$ cat config.mk
export PLATFORM = sky130hd
export DESIGN_NAME = joystick_jog_stepper_controller_unit
export DESIGN_NICKNAME = d
export VERILOG_FILES = /design/src/jjs_pkg.sv /design/src/jjs_axis.sv /design/src/joystick_jog_stepper_controller_unit.sv
export SDC_FILE = /design/constraint.sdc
export NUM_CORES = 1
export LEC_CHECK = 0
export BUFFER_PORTS_ARGS = -buffer_cell sky130_fd_sc_hd__buf_2
export CORE_MARGIN = 2
export CORE_UTILIZATION = 45
export DETAILED_ROUTE_END_ITERATION = 7
export SYNTH_ARGS = -nofsm -noshare
export SYNTH_HDL_FRONTEND = slang
export SYNTH_HIERARCHICAL = 1
export SYNTH_SLANG_ARGS = --single-unit
$ cat constraint.sdc
create_clock -name clk -period 9.68 [get_ports clk]
set_clock_uncertainty 0.05 [all_clocks]
set_input_delay 1.936 -clock clk [delete_from_list [all_inputs] [get_ports clk]]
set_output_delay 1.936 -clock clk [all_outputs]
set_load 0.02 [all_outputs]
$ cat src/jjs_pkg.sv
`default_nettype none

package jjs_pkg;

  localparam int SAMPLE_W   = 10;
  localparam int PERIOD_W   = 8;
  localparam int RATE_W     = 16;
  localparam int CM_W       = 24;
  localparam int LEVEL_W    = 3;
  localparam int NUM_SPEEDS = 4;
  localparam int CFG_IDX_W  = 3;
  localparam int CFG_DATA_W = 10;

  typedef logic [SAMPLE_W-1:0]   sample_t;
  typedef logic [PERIOD_W-1:0]   period_t;
  typedef logic [CFG_IDX_W-1:0]  cfg_idx_t;
  typedef logic [CFG_DATA_W-1:0] cfg_data_t;

  typedef enum logic [1:0] {
    FUNC_TICK   = 2'd0,
    FUNC_SAMPLE = 2'd1,
    FUNC_SPEED  = 2'd2,
    FUNC_ORIGIN = 2'd3
  } func_t;

  typedef enum logic [CFG_IDX_W-1:0] {
    REG_LOW_TH   = 3'd0,
    REG_HIGH_TH  = 3'd1,
    REG_PERIOD_1 = 3'd2,
    REG_PERIOD_2 = 3'd3,
    REG_PERIOD_3 = 3'd4,
    REG_PERIOD_4 = 3'd5
  } reg_idx_t;

  localparam sample_t RST_LOW_TH  = 10'd500;
  localparam sample_t RST_HIGH_TH = 10'd600;
  localparam period_t RST_PERIOD_1 = 8'd2;
  localparam period_t RST_PERIOD_2 = 8'd5;
  localparam period_t RST_PERIOD_3 = 8'd10;
  localparam period_t RST_PERIOD_4 = 8'd30;
  localparam logic [RATE_W-1:0] RATE_STEP = 16'd2;

  // command from the decoder to one axis
  typedef struct packed {
    logic step;
    logic up;
    logic dir_level;
    logic clear;
    logic refresh;
  } axis_cmd_t;

  // post-update view of one axis
  typedef struct packed {
    logic                   step_pin;
    logic                   dir_pin;
    logic signed [CM_W-1:0] cm;
  } axis_view_t;

  typedef struct packed {
    logic                   step_x;
    logic                   dir_x;
    logic                   step_y;
    logic                   dir_y;
    logic                   step_z;
    logic                   dir_z;
    logic                   moving;
    logic                   report_now;
    logic signed [CM_W-1:0] x_cm;
    logic signed [CM_W-1:0] y_cm;
    logic signed [CM_W-1:0] z_cm;
    logic [LEVEL_W-1:0]     speed_level;
  } result_t;

endpackage

`default_nettype wire

$ cat src/jjs_axis.sv
`default_nettype none

module jjs_axis #(
  parameter int POSITION_WIDTH = 32,
  parameter int STEPS_PER_CM   = 400,
  parameter bit STEP_RST       = 1'b0,
  parameter bit DIR_RST        = 1'b1
) (
  input  wire logic               clk,
  input  wire logic               rst_n,
  input  wire jjs_pkg::axis_cmd_t cmd,
  output jjs_pkg::axis_view_t     view
);
  import jjs_pkg::*;

  localparam int REM_W = (STEPS_PER_CM > 1) ? $clog2(STEPS_PER_CM) : 1;
  localparam int EXT_W = (POSITION_WIDTH > CM_W) ? POSITION_WIDTH : CM_W;
  localparam logic [REM_W-1:0] REM_TOP = REM_W'(STEPS_PER_CM - 1);

  logic [POSITION_WIDTH-1:0] count_r, count_nxt;
  logic [POSITION_WIDTH-1:0] quot_r, quot_nxt;   // |count| / STEPS_PER_CM, always tracked
  logic [REM_W-1:0]          rem_r, rem_nxt;     // |count| % STEPS_PER_CM
  logic [POSITION_WIDTH-1:0] cm_r, cm_nxt;       // magnitude latched at the last refresh
  logic                      step_pin_r, step_pin_nxt;
  logic                      dir_pin_r, dir_pin_nxt;

  logic                      neg, is_zero, most_neg, grow;
  logic [EXT_W-1:0]          cm_ext;
  logic [CM_W-1:0]           mag_lo;

  always_comb begin
    neg      = count_r[POSITION_WIDTH-1];
    is_zero  = (count_r == '0);
    most_neg = neg && (count_r[POSITION_WIDTH-2:0] == '0);
    // does |count| go up by one with this step?
    grow     = cmd.up ? !neg : (is_zero || (neg && !most_neg));

    count_nxt    = count_r;
    quot_nxt     = quot_r;
    rem_nxt      = rem_r;
    cm_nxt       = cm_r;
    step_pin_nxt = step_pin_r;
    dir_pin_nxt  = dir_pin_r;

    if (cmd.clear) begin
      count_nxt = '0;
      quot_nxt  = '0;
      rem_nxt   = '0;
    end else if (cmd.step) begin
      count_nxt    = cmd.up ? count_r + 1'b1 : count_r - 1'b1;
      step_pin_nxt = !step_pin_r;
      dir_pin_nxt  = cmd.dir_level;
      if (grow) begin
        if (rem_r == REM_TOP) begin
          rem_nxt  = '0;
          quot_nxt = quot_r + 1'b1;
        end else begin
          rem_nxt  = rem_r + 1'b1;
        end
      end else begin
        if (rem_r == '0) begin
          rem_nxt  = REM_TOP;
          quot_nxt = quot_r - 1'b1;
        end else begin
          rem_nxt  = rem_r - 1'b1;
        end
      end
    end

    // any motion step relatches the magnitude of every axis, moved or not
    if (cmd.refresh) cm_nxt = quot_nxt;

    cm_ext = EXT_W'(cm_nxt);
    mag_lo = cm_ext[CM_W-1:0];

    view.step_pin = step_pin_nxt;
    view.dir_pin  = dir_pin_nxt;
    view.cm       = count_nxt[POSITION_WIDTH-1] ? -$signed(mag_lo) : $signed(mag_lo);
  end

  always_ff @(posedge clk) begin
    if (!rst_n) begin
      count_r    <= '0;
      quot_r     <= '0;
      rem_r      <= '0;
      cm_r       <= '0;
      step_pin_r <= STEP_RST;
      dir_pin_r  <= DIR_RST;
    end else begin
      count_r    <= count_nxt;
      quot_r     <= quot_nxt;
      rem_r      <= rem_nxt;
      cm_r       <= cm_nxt;
      step_pin_r <= step_pin_nxt;
      dir_pin_r  <= dir_pin_nxt;
    end
  end

`ifndef SYNTHESIS
  a_rem_bound: assert property (@(posedge clk) disable iff (!rst_n)
    rem_r <= REM_TOP)
    else $error("remainder out of range");

  a_clear: assert property (@(posedge clk) disable iff (!rst_n)
    cmd.clear |=> (count_r == '0) && (quot_r == '0) && (rem_r == '0))
    else $error("origin did not clear the count");

  a_toggle: assert property (@(posedge clk) disable iff (!rst_n)
    cmd.step && !cmd.clear |=> step_pin_r != $past(step_pin_r))
    else $error("step pin did not toggle");

  a_zero_quot: assert property (@(posedge clk) disable iff (!rst_n)
    (count_r == '0) |-> (quot_r == '0) && (rem_r == '0))
    else $error("zero count with nonzero quotient");
`endif

endmodule

`default_nettype wire

$ cat src/joystick_jog_stepper_controller_unit.sv
// Three-axis joystick jog controller for stepper motors.
// Input channel (in_valid / in_stall) carries one word per event: a timer
// tick, a joystick sample with the Z button and switch levels, a speed
// button press, or a set-origin command. Every accepted word yields exactly
// one result word on the output channel (out_valid / out_stall) with the six
// pin levels, moving and report flags, signed centimetre positions per axis
// and the current speed level.
// Accepted words are registered, one word per cycle while out_stall is low.
// Each step touches the position count and its running quotient and
// remainder by one, so no divider sits in the path.
// The output register is backed by a one-word skid register; in_stall rises
// only when both hold words, i.e. after the receiver has stalled with a word
// already waiting and another was accepted. Stalled output words stay put.
// Thresholds and the four periods are written over the cfg_ port (always
// ready); unknown indexes are dropped. Write only while the block is idle.
// Reset (rst_n low, synchronous) restores register defaults, clears counts,
// the rate counter and speed state, and sets the pins to their idle levels.
`default_nettype none

module joystick_jog_stepper_controller_unit #(
  parameter int STEPS_PER_CM   = 400,
  parameter int POSITION_WIDTH = 32
) (
  input  wire logic                 clk,
  input  wire logic                 rst_n,
  input  wire logic                 in_valid,
  output logic                      in_stall,
  input  wire jjs_pkg::func_t       in_func,
  input  wire jjs_pkg::sample_t     in_joy_x,
  input  wire jjs_pkg::sample_t     in_joy_y,
  input  wire logic                 in_z_button_pressed,
  input  wire logic                 in_z_up_selected,
  output logic                      out_valid,
  input  wire logic                 out_stall,
  output logic                      out_step_x,
  output logic                      out_dir_x,
  output logic                      out_step_y,
  output logic                      out_dir_y,
  output logic                      out_step_z,
  output logic                      out_dir_z,
  output logic                      out_moving,
  output logic                      out_report_now,
  output logic signed [23:0]        out_x_cm,
  output logic signed [23:0]        out_y_cm,
  output logic signed [23:0]        out_z_cm,
  output logic [2:0]                out_speed_level,
  input  wire logic                 cfg_valid,
  output logic                      cfg_ready,
  input  wire jjs_pkg::cfg_idx_t    cfg_index,
  input  wire jjs_pkg::cfg_data_t   cfg_data
);
  import jjs_pkg::*;

  // configuration
  sample_t low_th_r, high_th_r;
  period_t period_r [NUM_SPEEDS];

  // control state
  logic [RATE_W-1:0] rate_r, rate_nxt;
  logic [2:0]        press_r, press_nxt;
  logic [1:0]        speed_idx_r, speed_idx_nxt;
  logic              pending_r, pending_nxt;

  // output register plus skid
  logic    out_valid_r, out_valid_nxt;
  logic    skid_valid_r, skid_valid_nxt;
  result_t out_data_r, out_data_nxt;
  result_t skid_data_r, skid_data_nxt;

  logic       accept, pop, fire;
  logic       xp, xn, xm, yp, yn, ym;
  logic       mv_x, up_x, mv_y, up_y;
  logic       moving, report;
  logic [RATE_W:0] rate_sum;
  period_t    period_sel;
  logic [LEVEL_W-1:0] lvl_tab [NUM_SPEEDS];
  axis_cmd_t  cmd_x, cmd_y, cmd_z;
  axis_view_t view_x, view_y, view_z;
  result_t    res_new;

  assign cfg_ready = 1'b1;
  assign in_stall  = skid_valid_r;
  assign accept    = in_valid && !in_stall;
  assign pop       = out_valid_r && !out_stall;

  always_ff @(posedge clk) begin
    if (!rst_n) begin
      low_th_r    <= RST_LOW_TH;
      high_th_r   <= RST_HIGH_TH;
      period_r[0] <= RST_PERIOD_1;
      period_r[1] <= RST_PERIOD_2;
      period_r[2] <= RST_PERIOD_3;
      period_r[3] <= RST_PERIOD_4;
    end else if (cfg_valid && cfg_ready) begin
      unique case (reg_idx_t'(cfg_index))
        REG_LOW_TH:   low_th_r    <= cfg_data;
        REG_HIGH_TH:  high_th_r   <= cfg_data;
        REG_PERIOD_1: period_r[0] <= cfg_data[PERIOD_W-1:0];
        REG_PERIOD_2: period_r[1] <= cfg_data[PERIOD_W-1:0];
        REG_PERIOD_3: period_r[2] <= cfg_data[PERIOD_W-1:0];
        REG_PERIOD_4: period_r[3] <= cfg_data[PERIOD_W-1:0];
        default: ;
      endcase
    end
  end

  // speed level of each index: first period register with the same value
  always_comb begin
    for (int k = 0; k < NUM_SPEEDS; k++) begin
      priority if (period_r[0] == period_r[k]) lvl_tab[k] = LEVEL_W'(1);
      else if (period_r[1] == period_r[k])      lvl_tab[k] = LEVEL_W'(2);
      else if (period_r[2] == period_r[k])      lvl_tab[k] = LEVEL_W'(3);
      else                                      lvl_tab[k] = LEVEL_W'(4);
    end
  end

  always_comb begin
    xp = in_joy_x < low_th_r;
    xn = in_joy_x > high_th_r;
    xm = (in_joy_x > low_th_r) && (in_joy_x < high_th_r);
    yp = in_joy_y < low_th_r;
    yn = in_joy_y > high_th_r;
    ym = (in_joy_y > low_th_r) && (in_joy_y < high_th_r);

    mv_x = 1'b0; up_x = 1'b0; mv_y = 1'b0; up_y = 1'b0;
    priority if (xp && yp) begin mv_x = 1'b1; up_x = 1'b1; mv_y = 1'b1; up_y = 1'b1; end
    else if (xp && ym)     begin mv_x = 1'b1; up_x = 1'b1; end
    else if (xn && ym)     begin mv_x = 1'b1; end
    else if (xp && yn)     begin mv_x = 1'b1; up_x = 1'b1; mv_y = 1'b1; end
    else if (yn && xm)     begin mv_y = 1'b1; end
    else if (yp && xm)     begin mv_y = 1'b1; up_y = 1'b1; end
    else if (xn && yn)     begin mv_x = 1'b1; mv_y = 1'b1; end
    else if (xn && yp)     begin mv_x = 1'b1; mv_y = 1'b1; up_y = 1'b1; end
    else ;

    period_sel = period_r[speed_idx_r];
    fire = accept && (in_func == FUNC_SAMPLE) && (rate_r >= RATE_W'(period_sel));

    rate_sum      = {1'b0, rate_r} + {1'b0, RATE_STEP};
    rate_nxt      = rate_r;
    press_nxt     = press_r;
    speed_idx_nxt = speed_idx_r;
    pending_nxt   = pending_r;
    moving        = 1'b0;
    report        = 1'b0;

    if (accept) begin
      unique case (in_func)
        FUNC_TICK: begin
          // saturate at all ones
          rate_nxt = rate_sum[RATE_W] ? '1 : rate_sum[RATE_W-1:0];
        end
        FUNC_SAMPLE: begin
          if (fire) rate_nxt = RATE_W'(1);
          if (xn || xp || yn || yp || in_z_button_pressed) begin
            moving      = 1'b1;
            pending_nxt = 1'b1;
          end else if (pending_r) begin
            report      = 1'b1;
            pending_nxt = 1'b0;
          end
        end
        FUNC_SPEED: begin
          press_nxt = press_r + 1'b1;
          if (press_nxt >= 3'd1 && press_nxt <= 3'd4) speed_idx_nxt = 2'(press_nxt - 1'b1);
          else press_nxt = '0;
          pending_nxt = 1'b1;
        end
        FUNC_ORIGIN: ;
        default: ;
      endcase
    end

    cmd_x.step      = fire && mv_x;
    cmd_x.up        = up_x;
    cmd_x.dir_level = !up_x;
    cmd_x.clear     = accept && (in_func == FUNC_ORIGIN);
    cmd_x.refresh   = fire;
    cmd_y.step      = fire && mv_y;
    cmd_y.up        = up_y;
    cmd_y.dir_level = !up_y;
    cmd_y.clear     = cmd_x.clear;
    cmd_y.refresh   = fire;
    cmd_z.step      = fire && in_z_button_pressed;
    cmd_z.up        = in_z_up_selected;
    cmd_z.dir_level = in_z_up_selected;
    cmd_z.clear     = cmd_x.clear;
    cmd_z.refresh   = fire;
  end

  jjs_axis #(
    .POSITION_WIDTH(POSITION_WIDTH), .STEPS_PER_CM(STEPS_PER_CM),
    .STEP_RST(1'b0), .DIR_RST(1'b1)
  ) u_axis_x (.clk(clk), .rst_n(rst_n), .cmd(cmd_x), .view(view_x));

  jjs_axis #(
    .POSITION_WIDTH(POSITION_WIDTH), .STEPS_PER_CM(STEPS_PER_CM),
    .STEP_RST(1'b1), .DIR_RST(1'b0)
  ) u_axis_y (.clk(clk), .rst_n(rst_n), .cmd(cmd_y), .view(view_y));

  jjs_axis #(
    .POSITION_WIDTH(POSITION_WIDTH), .STEPS_PER_CM(STEPS_PER_CM),
    .STEP_RST(1'b1), .DIR_RST(1'b1)
  ) u_axis_z (.clk(clk), .rst_n(rst_n), .cmd(cmd_z), .view(view_z));

  always_comb begin
    res_new.step_x      = view_x.step_pin;
    res_new.dir_x       = view_x.dir_pin;
    res_new.step_y      = view_y.step_pin;
    res_new.dir_y       = view_y.dir_pin;
    res_new.step_z      = view_z.step_pin;
    res_new.dir_z       = view_z.dir_pin;
    res_new.moving      = moving;
    res_new.report_now  = report;
    res_new.x_cm        = view_x.cm;
    res_new.y_cm        = view_y.cm;
    res_new.z_cm        = view_z.cm;
    res_new.speed_level = lvl_tab[speed_idx_nxt];
  end

  always_comb begin
    out_valid_nxt  = out_valid_r;
    out_data_nxt   = out_data_r;
    skid_valid_nxt = skid_valid_r;
    skid_data_nxt  = skid_data_r;
    if (!out_valid_r || pop) begin
      if (skid_valid_r) begin
        out_valid_nxt  = 1'b1;
        out_data_nxt   = skid_data_r;
        skid_valid_nxt = 1'b0;
      end else begin
        out_valid_nxt = accept;
        out_data_nxt  = res_new;
      end
    end else if (accept) begin
      skid_valid_nxt = 1'b1;
      skid_data_nxt  = res_new;
    end
  end

  always_ff @(posedge clk) begin
    if (!rst_n) begin
      rate_r       <= '0;
      press_r      <= '0;
      speed_idx_r  <= '0;
      pending_r    <= 1'b0;
      out_valid_r  <= 1'b0;
      skid_valid_r <= 1'b0;
    end else begin
      rate_r       <= rate_nxt;
      press_r      <= press_nxt;
      speed_idx_r  <= speed_idx_nxt;
      pending_r    <= pending_nxt;
      out_valid_r  <= out_valid_nxt;
      skid_valid_r <= skid_valid_nxt;
    end
  end

  always_ff @(posedge clk) begin
    out_data_r  <= out_data_nxt;
    skid_data_r <= skid_data_nxt;
  end

  assign out_valid       = out_valid_r;
  assign out_step_x      = out_data_r.step_x;
  assign out_dir_x       = out_data_r.dir_x;
  assign out_step_y      = out_data_r.step_y;
  assign out_dir_y       = out_data_r.dir_y;
  assign out_step_z      = out_data_r.step_z;
  assign out_dir_z       = out_data_r.dir_z;
  assign out_moving      = out_data_r.moving;
  assign out_report_now  = out_data_r.report_now;
  assign out_x_cm        = out_data_r.x_cm;
  assign out_y_cm        = out_data_r.y_cm;
  assign out_z_cm        = out_data_r.z_cm;
  assign out_speed_level = out_data_r.speed_level;

`ifndef SYNTHESIS
  a_skid_behind_main: assert property (@(posedge clk) disable iff (!rst_n)
    skid_valid_r |-> out_valid_r)
    else $error("skid word without an output word");

  a_step_rearms: assert property (@(posedge clk) disable iff (!rst_n)
    fire |=> rate_r == RATE_W'(1))
    else $error("rate counter not rearmed after a step");

  a_report_at_rest: assert property (@(posedge clk) disable iff (!rst_n)
    out_valid_r && out_data_r.report_now |-> !out_data_r.moving)
    else $error("report raised while moving");

  a_press_range: assert property (@(posedge clk) disable iff (!rst_n)
    press_r <= 3'd4)
    else $error("speed press state out of range");
`endif

endmodule

`default_nettype wire

**Yosys cells after proc, flatten, opt, wreduce, memory -nomap -nowiden**

Memory sizes are Yosys's and may differ from the RTL's. A register that Yosys moved wholly into a read port is not among the register bits.
Cells that the tools add are included.

- Bits in registers: 507
- Bits in writable memories: 32
- Bits of input ports: 42
- Output and inout bits: 86
- Logic and storage cells: 310
- Memories: 1

Memory list:

| name | words | width | rd ports | clocked after Yosys merged registers in | wr ports | RTL line | text |
|---|---|---|---|---|---|---|---|
| period_r | 4 | 8 | 5 | 1 | 4 | joystick_jog_stepper_controller_unit.sv:56 | `period_t period_r [NUM_SPEEDS];` |

- $add $sub $neg: 24
- Magnitude comparators: 12
- Equal/unequal tests: 18
- Multiplexer cells: 127
- Bitwise logic cells: 7
- Reduce and logical (&&, ||, !) cells: 68

Operators by type and width:

| operator | count |
|---|---|
| $mux W32 | 24 |
| $add A32 B1 Y32 const B | 6 |
| $sub A32 B1 Y32 const B | 6 |
| $mux W24 | 6 |
| $logic_not A32 Y1 | 3 |
| $logic_not A31 Y1 | 3 |
| $mux W83 | 1 |
| $mux W9 | 9 |
| $neg A24 Y24 | 3 |
| $mux W1 | 66 |
| $eq A8 B8 Y1 | 6 |
| $gt A10 B10 Y1 | 4 |
| $lt A10 B10 Y1 | 4 |
| $mux W16 | 2 |
| $mux W8 | 4 |
| $pmux W16 S2 | 1 |
| $add A9 B1 Y9 const B | 3 |
| $eq A9 B9 Y1 const B | 3 |
| $logic_not A9 Y1 | 3 |
| $sub A9 B1 Y9 const B | 3 |
| $logic_and A1 B1 Y1 | 25 |
| $mux W3 | 6 |
| $add A16 B2 Y17 const B | 1 |
| $ge A16 B8 Y1 | 1 |
| other kinds (25) | 63 |

**Depth between registers and ports, before layout**

- Word-level depth: 18
- Mapped depth: 24
- Depth with buffers taken out: 22

**By module**

Netlist, hierarchy kept.

Modules (own cells, without submodules):

| module | instances | cells each | area each (µm²) | sequential area each (µm²) |
|---|---|---|---|---|
| joystick_jog_stepper_controller_unit | 1 | 836 | 11243.3 | 6826.5 |
| jjs_axis at u_axis_x | 1 | 987 | 7572.3 | 1821.7 |
| jjs_axis at u_axis_z | 1 | 950 | 7370.8 | 1821.7 |
| jjs_axis at u_axis_y | 1 | 919 | 7229.4 | 1821.7 |

**Worst setup path after synthesis**

Ideal clock, no wire load.

- Kind: in2reg
- From: input port out_stall
- To: register skid_data_r[0] (netlist bit), enable pin
- Library setup time: 0.534 ns
- Arrival time: 7.725 ns
- Data required time: 9.096 ns
- Setup slack: 1.371 ns
- Cell stages on the path: 2
- Path buffers: 0
- Cells stage by stage: nand2_1 > nor2b_1

- Cells in the longest elaborated chain, start to end: 5

Ends and longest elaborated chain:

| what | RTL line | text |
|---|---|---|
| start: declaration | joystick_jog_stepper_controller_unit.sv:34 | `input wire logic out_stall,` |
| $logic_not A1 Y1 | joystick_jog_stepper_controller_unit.sv:84 | `assign pop = out_valid_r && !out_stall;` |
| $logic_and A1 B1 Y1 | joystick_jog_stepper_controller_unit.sv:84 |  |
| $logic_or A1 B1 Y1 | joystick_jog_stepper_controller_unit.sv:226 | `if (!out_valid_r \|\| pop) begin` |
| $not A1 Y1 (no line) | - |  |
| $reduce_and A2 Y1 (no line) | - |  |
| end signal: assignment | joystick_jog_stepper_controller_unit.sv:261 | `skid_data_r <= skid_data_nxt;` |
| end: declaration | joystick_jog_stepper_controller_unit.sv:68 | `result_t skid_data_r, skid_data_nxt;` |

No other way between the ends.
A chain may end at the register's enable or synchronous reset.

==> flow_summary_export.csv <==
group,metric,value,unit
run_status,status,"finished, final reports clean",
grt,grt_remaining_overflow,0,
yosys,yosysSeqAreaShare,36.8,%
worst_hold_path,min-delay-start,"low_th_r[3]",
worst_setup_path,reg2reg_depth,20,
clocking,ctsResizeCount,0,
detailed_routing,drtAntennaViolNets,0,
worst_setup_path,start_kind,"primary input",
detailed_routing,drc_errors,0,
grt,grt_usage,22.6,%
yosys,yosys.area_share.simple,22.7,%
yosys,ys_ff_latch,515,
detailed_routing,dr_wl_met2,40700,µm
detailed_routing,via_per_inst,5.89,
grt,grt_pass1_wl,144000,µm
detailed_routing,drtIter0Drc,1892,
detailed_routing,vias,27813,
yosys,synth.distinct_cells,121,
sta,drv_slew,0,
grt,grt_pass1_vias,26748,
worst_setup_path,rr_endpoint,"out_x_cm[16]",
sta,worst_pin_slew,1.12,ns
clocking,cts_num_sinks,515,
clocking,cts_setup_buffers,0,
finish,area_growth,10.2,%
yosys,synth_compound_area_share,16.5,%
clocking,cts_root_buf,"clkbuf_16",
clocking,cts_htree_levels,2,
yosys,synth.net_count,3898,
finish,design_area,36800,µm²
sta,fmax,126,MHz
detailed_routing,m1WireLength,42300,µm
detailed_routing,wl_per_cell,18.8,µm
finish,fill_cells,6930,
floorplanning,core,73200,µm²
finish,drive_gt1_share,13.3,%
placed_design,dp_hpwl,62200,µm
worst_setup_path,reg2reg_slack,2.62,ns
worst_hold_path,hold_end,"low_th_r[3]",
detailed_routing,firstDrtPassIters,5,
yosys,synth_area,33400,µm²
worst_setup_path,cp_max_fo,31,
floorplanning,dieArea,76500,µm²
sta,setup_viol,0,
sta,finalCritPeriodShare,81.8,%
finish,regArea,12300,µm²
sta,tns,0,ns
sta,fin_crit,7.92,ns
clocking,path_clk_slew,0.06,ns
yosys,synth_cells,3692,
sta,worst_slack,1.76,ns
worst_setup_path,r2r-start,"speed_idx_r[0]",
floorplanning,die_y,277,µm
floorplanning,die_width,277,µm
worst_setup_path,cp.arrival,8.25,ns
finish,fin_nets,3915,
placed_design,port_buffers,126,
floorplanning,io_pins,128,
worst_setup_path,endpoint_kind,"flip-flop",
yosys,synthMuxAreaShare,6.48,%
grt,antenna_found_initial,1,
yosys,synth_xor_area_share,7.12,%
yosys,synth_edf_count,198,
yosys,synth_top_family_by_area,"simple AND/OR/NAND/NOR gates",
yosys,synth.avg_cell_area,9.05,µm²
floorplanning,rows,99,
pwr,p_leak,14.6,nW
detailed_routing,wl_met3,3710,µm
worst_setup_path,cp.required,10.01,ns
floorplanning,start_util,45.6,%
clocking,postCtsHoldBufs,0,
worst_hold_path,hold_class,"reg -> reg",
clocking,cts_made_buffers,60,
yosys,synth-main-ff-cell,"dfxtp_1",
finish,multi_input_area,19800,µm²
sta,slew-limit-headroom,24.2,%
yosys,synthArstFlopShare,0,%
finish,fin_util,50.3,%
sta,grt_setup_unrepaired,"no",
yosys,synth_adder_area_share,6.21,%
finish,final_common_cell,"nor2_1",
pwr,p_per_area,140,nW/µm²
grt,grt_max_degree,70,
sta,hold_viol_final,0,
finish,final_cell_mix,"nor2_1 (389), dfxtp_1 (316), nand2_1 (274)",
pwr,vdd_ir_drop_max,126,µV
run,cap_violations,0,
worst_setup_path,critical_path_class,"in -> reg",
clocking,cts_tree,"built",
detailed_routing,top_layer_used,"met4",
placed_design,placed_area,34700,µm²
placed_design,pre_cts_slack,1.18,ns
clocking,cts_max_path_buffers,3,
clocking,clk_latency,0.63,ns
yosys,yosys_warnings,6,
placed_design,place_congestion,0.904,
worst_hold_path,worstHoldPathCells,2,
detailed_routing,wl,88600,µm
synthesized netlist by cell type (all sizes together) (18+ instances only):
cell type	instances	area (µm²)
or3	48	310
nand2b	24	150
inv	114	428
nand2	278	1050
xor2	93	815
a22oi	18	135
nor2b	24	150
or4	22	176
and2	94	588
o2bb2ai	18	158
o21ai	134	682
clkbuf	139	523
nor3	113	668
a21o	71	533
o211ai	32	245
dfxtp	317	6350
buf	76	435
edfxtp	198	5950
mux2i	87	871
o31ai	27	223
nor4	91	741
nand4	89	569
and3	56	352
nor2	391	1470
a31oi	35	219
ha	161	2010
a21oi	195	1010
mux2	99	1110
nand3	115	591
and4	23	201
a211oi	35	273
xnor2	177	1570
power breakdown:
part	switching (mW)	leakage (nW)	internal, mW	total [mW]
clock network	0.964	1.04	1.48	2.44
logic	0.247	8.97	0.137	0.384
registers	0.0335	4.59	2.28	2.32
kinds of logic after synthesis:
logic type      Yosys count
xor+xnor                270
other cells               1
buf+inv                 331
compound gates          784
simple gates           1433
fa+ha+maj               164
flops                   515
mux                     194
how the worst max path moves through the flow:
stage,start,cells after the start,slack (ns),endpoint
floorplan,out_stall,2,1.37,skid_data_r[0]
global placement,in_joy_x[9],23,1.21,out_y_cm[13]
detailed placement,in_joy_y[7],21,1.18,out_x_cm[19]
CTS,in_joy_y[7],21,1.81,out_x_cm[19]
global route,in_joy_y[7],21,1.35,out_x_cm[16]
finish,in_joy_y[7],21,1.76,out_x_cm[19]
registers in the layout, summed over array words and instances, names as in the netlist, 9 cells and up:
register / count
skid_data_r: 83
period_r: 32
u_axis_x/count_r: 32
u_axis_y/count_r: 32
u_axis_z/count_r: 32
out_x_cm: 24
out_y_cm: 24
out_z_cm: 24
u_axis_x/cm_r: 24
u_axis_x/quot_r: 24
u_axis_y/cm_r: 24
u_axis_y/quot_r: 24
u_axis_z/cm_r: 24
u_axis_z/quot_r: 24
rate_r: 16
high_th_r: 10
low_th_r: 10
u_axis_x/rem_r: 9
u_axis_y/rem_r: 9
u_axis_z/rem_r: 9
worst max-delay path: stages:
cell      delay [ns]
buf_2           0.11
ha_1            0.31
a211oi_1        0.21
nor2_1          0.08
nor4_1          0.75
nor2_1          0.19
nor2_1          0.52
inv_1           0.23
buf_4           0.32
ha_1            0.42
a21o_1          0.22
a21o_1          0.18
a221o_1         0.37
a221o_1         0.33
a31o_2          0.26
a21o_1          0.16
a211oi_1        0.47
mux2_2          0.53
o41a_1          0.17
xor2_1          0.17
mux2_2          0.27
stage by stage:
step	hold WS, ns	power, mW	cells
2_1_floorplan	0.386	2.63	3692
3_3_place_gp	0.395	2.75	4606
3_5_place_dp	0.401	2.75	4606
4_1_cts	0.410	5.21	4720
5_1_grt	0.422	5.33	4720
6_report	0.406	5.14	4721
layer usage:
layer	vias up	track usage, %
li1	13656	-
met1	13391	31.4
met2	646	37.5
met3	120	2.41
met4	0	5.83
met5	-	0
final cells by class:
| cell class | count | share of cell area, % |
|---|---|---|
| clock inverters | 37 | 1.31 |
| well taps | 959 | 3.26 |
| inverters | 116 | 1.18 |
| clock buffers | 77 | 4.50 |
| diodes | 1 | 0.00680 |
| multi-input cells | 2846 | 53.7 |
| flip-flops and latches | 515 | 33.4 |
| repair buffers | 170 | 2.61 |
Note: power is estimated with default switching activity, not from simulation.
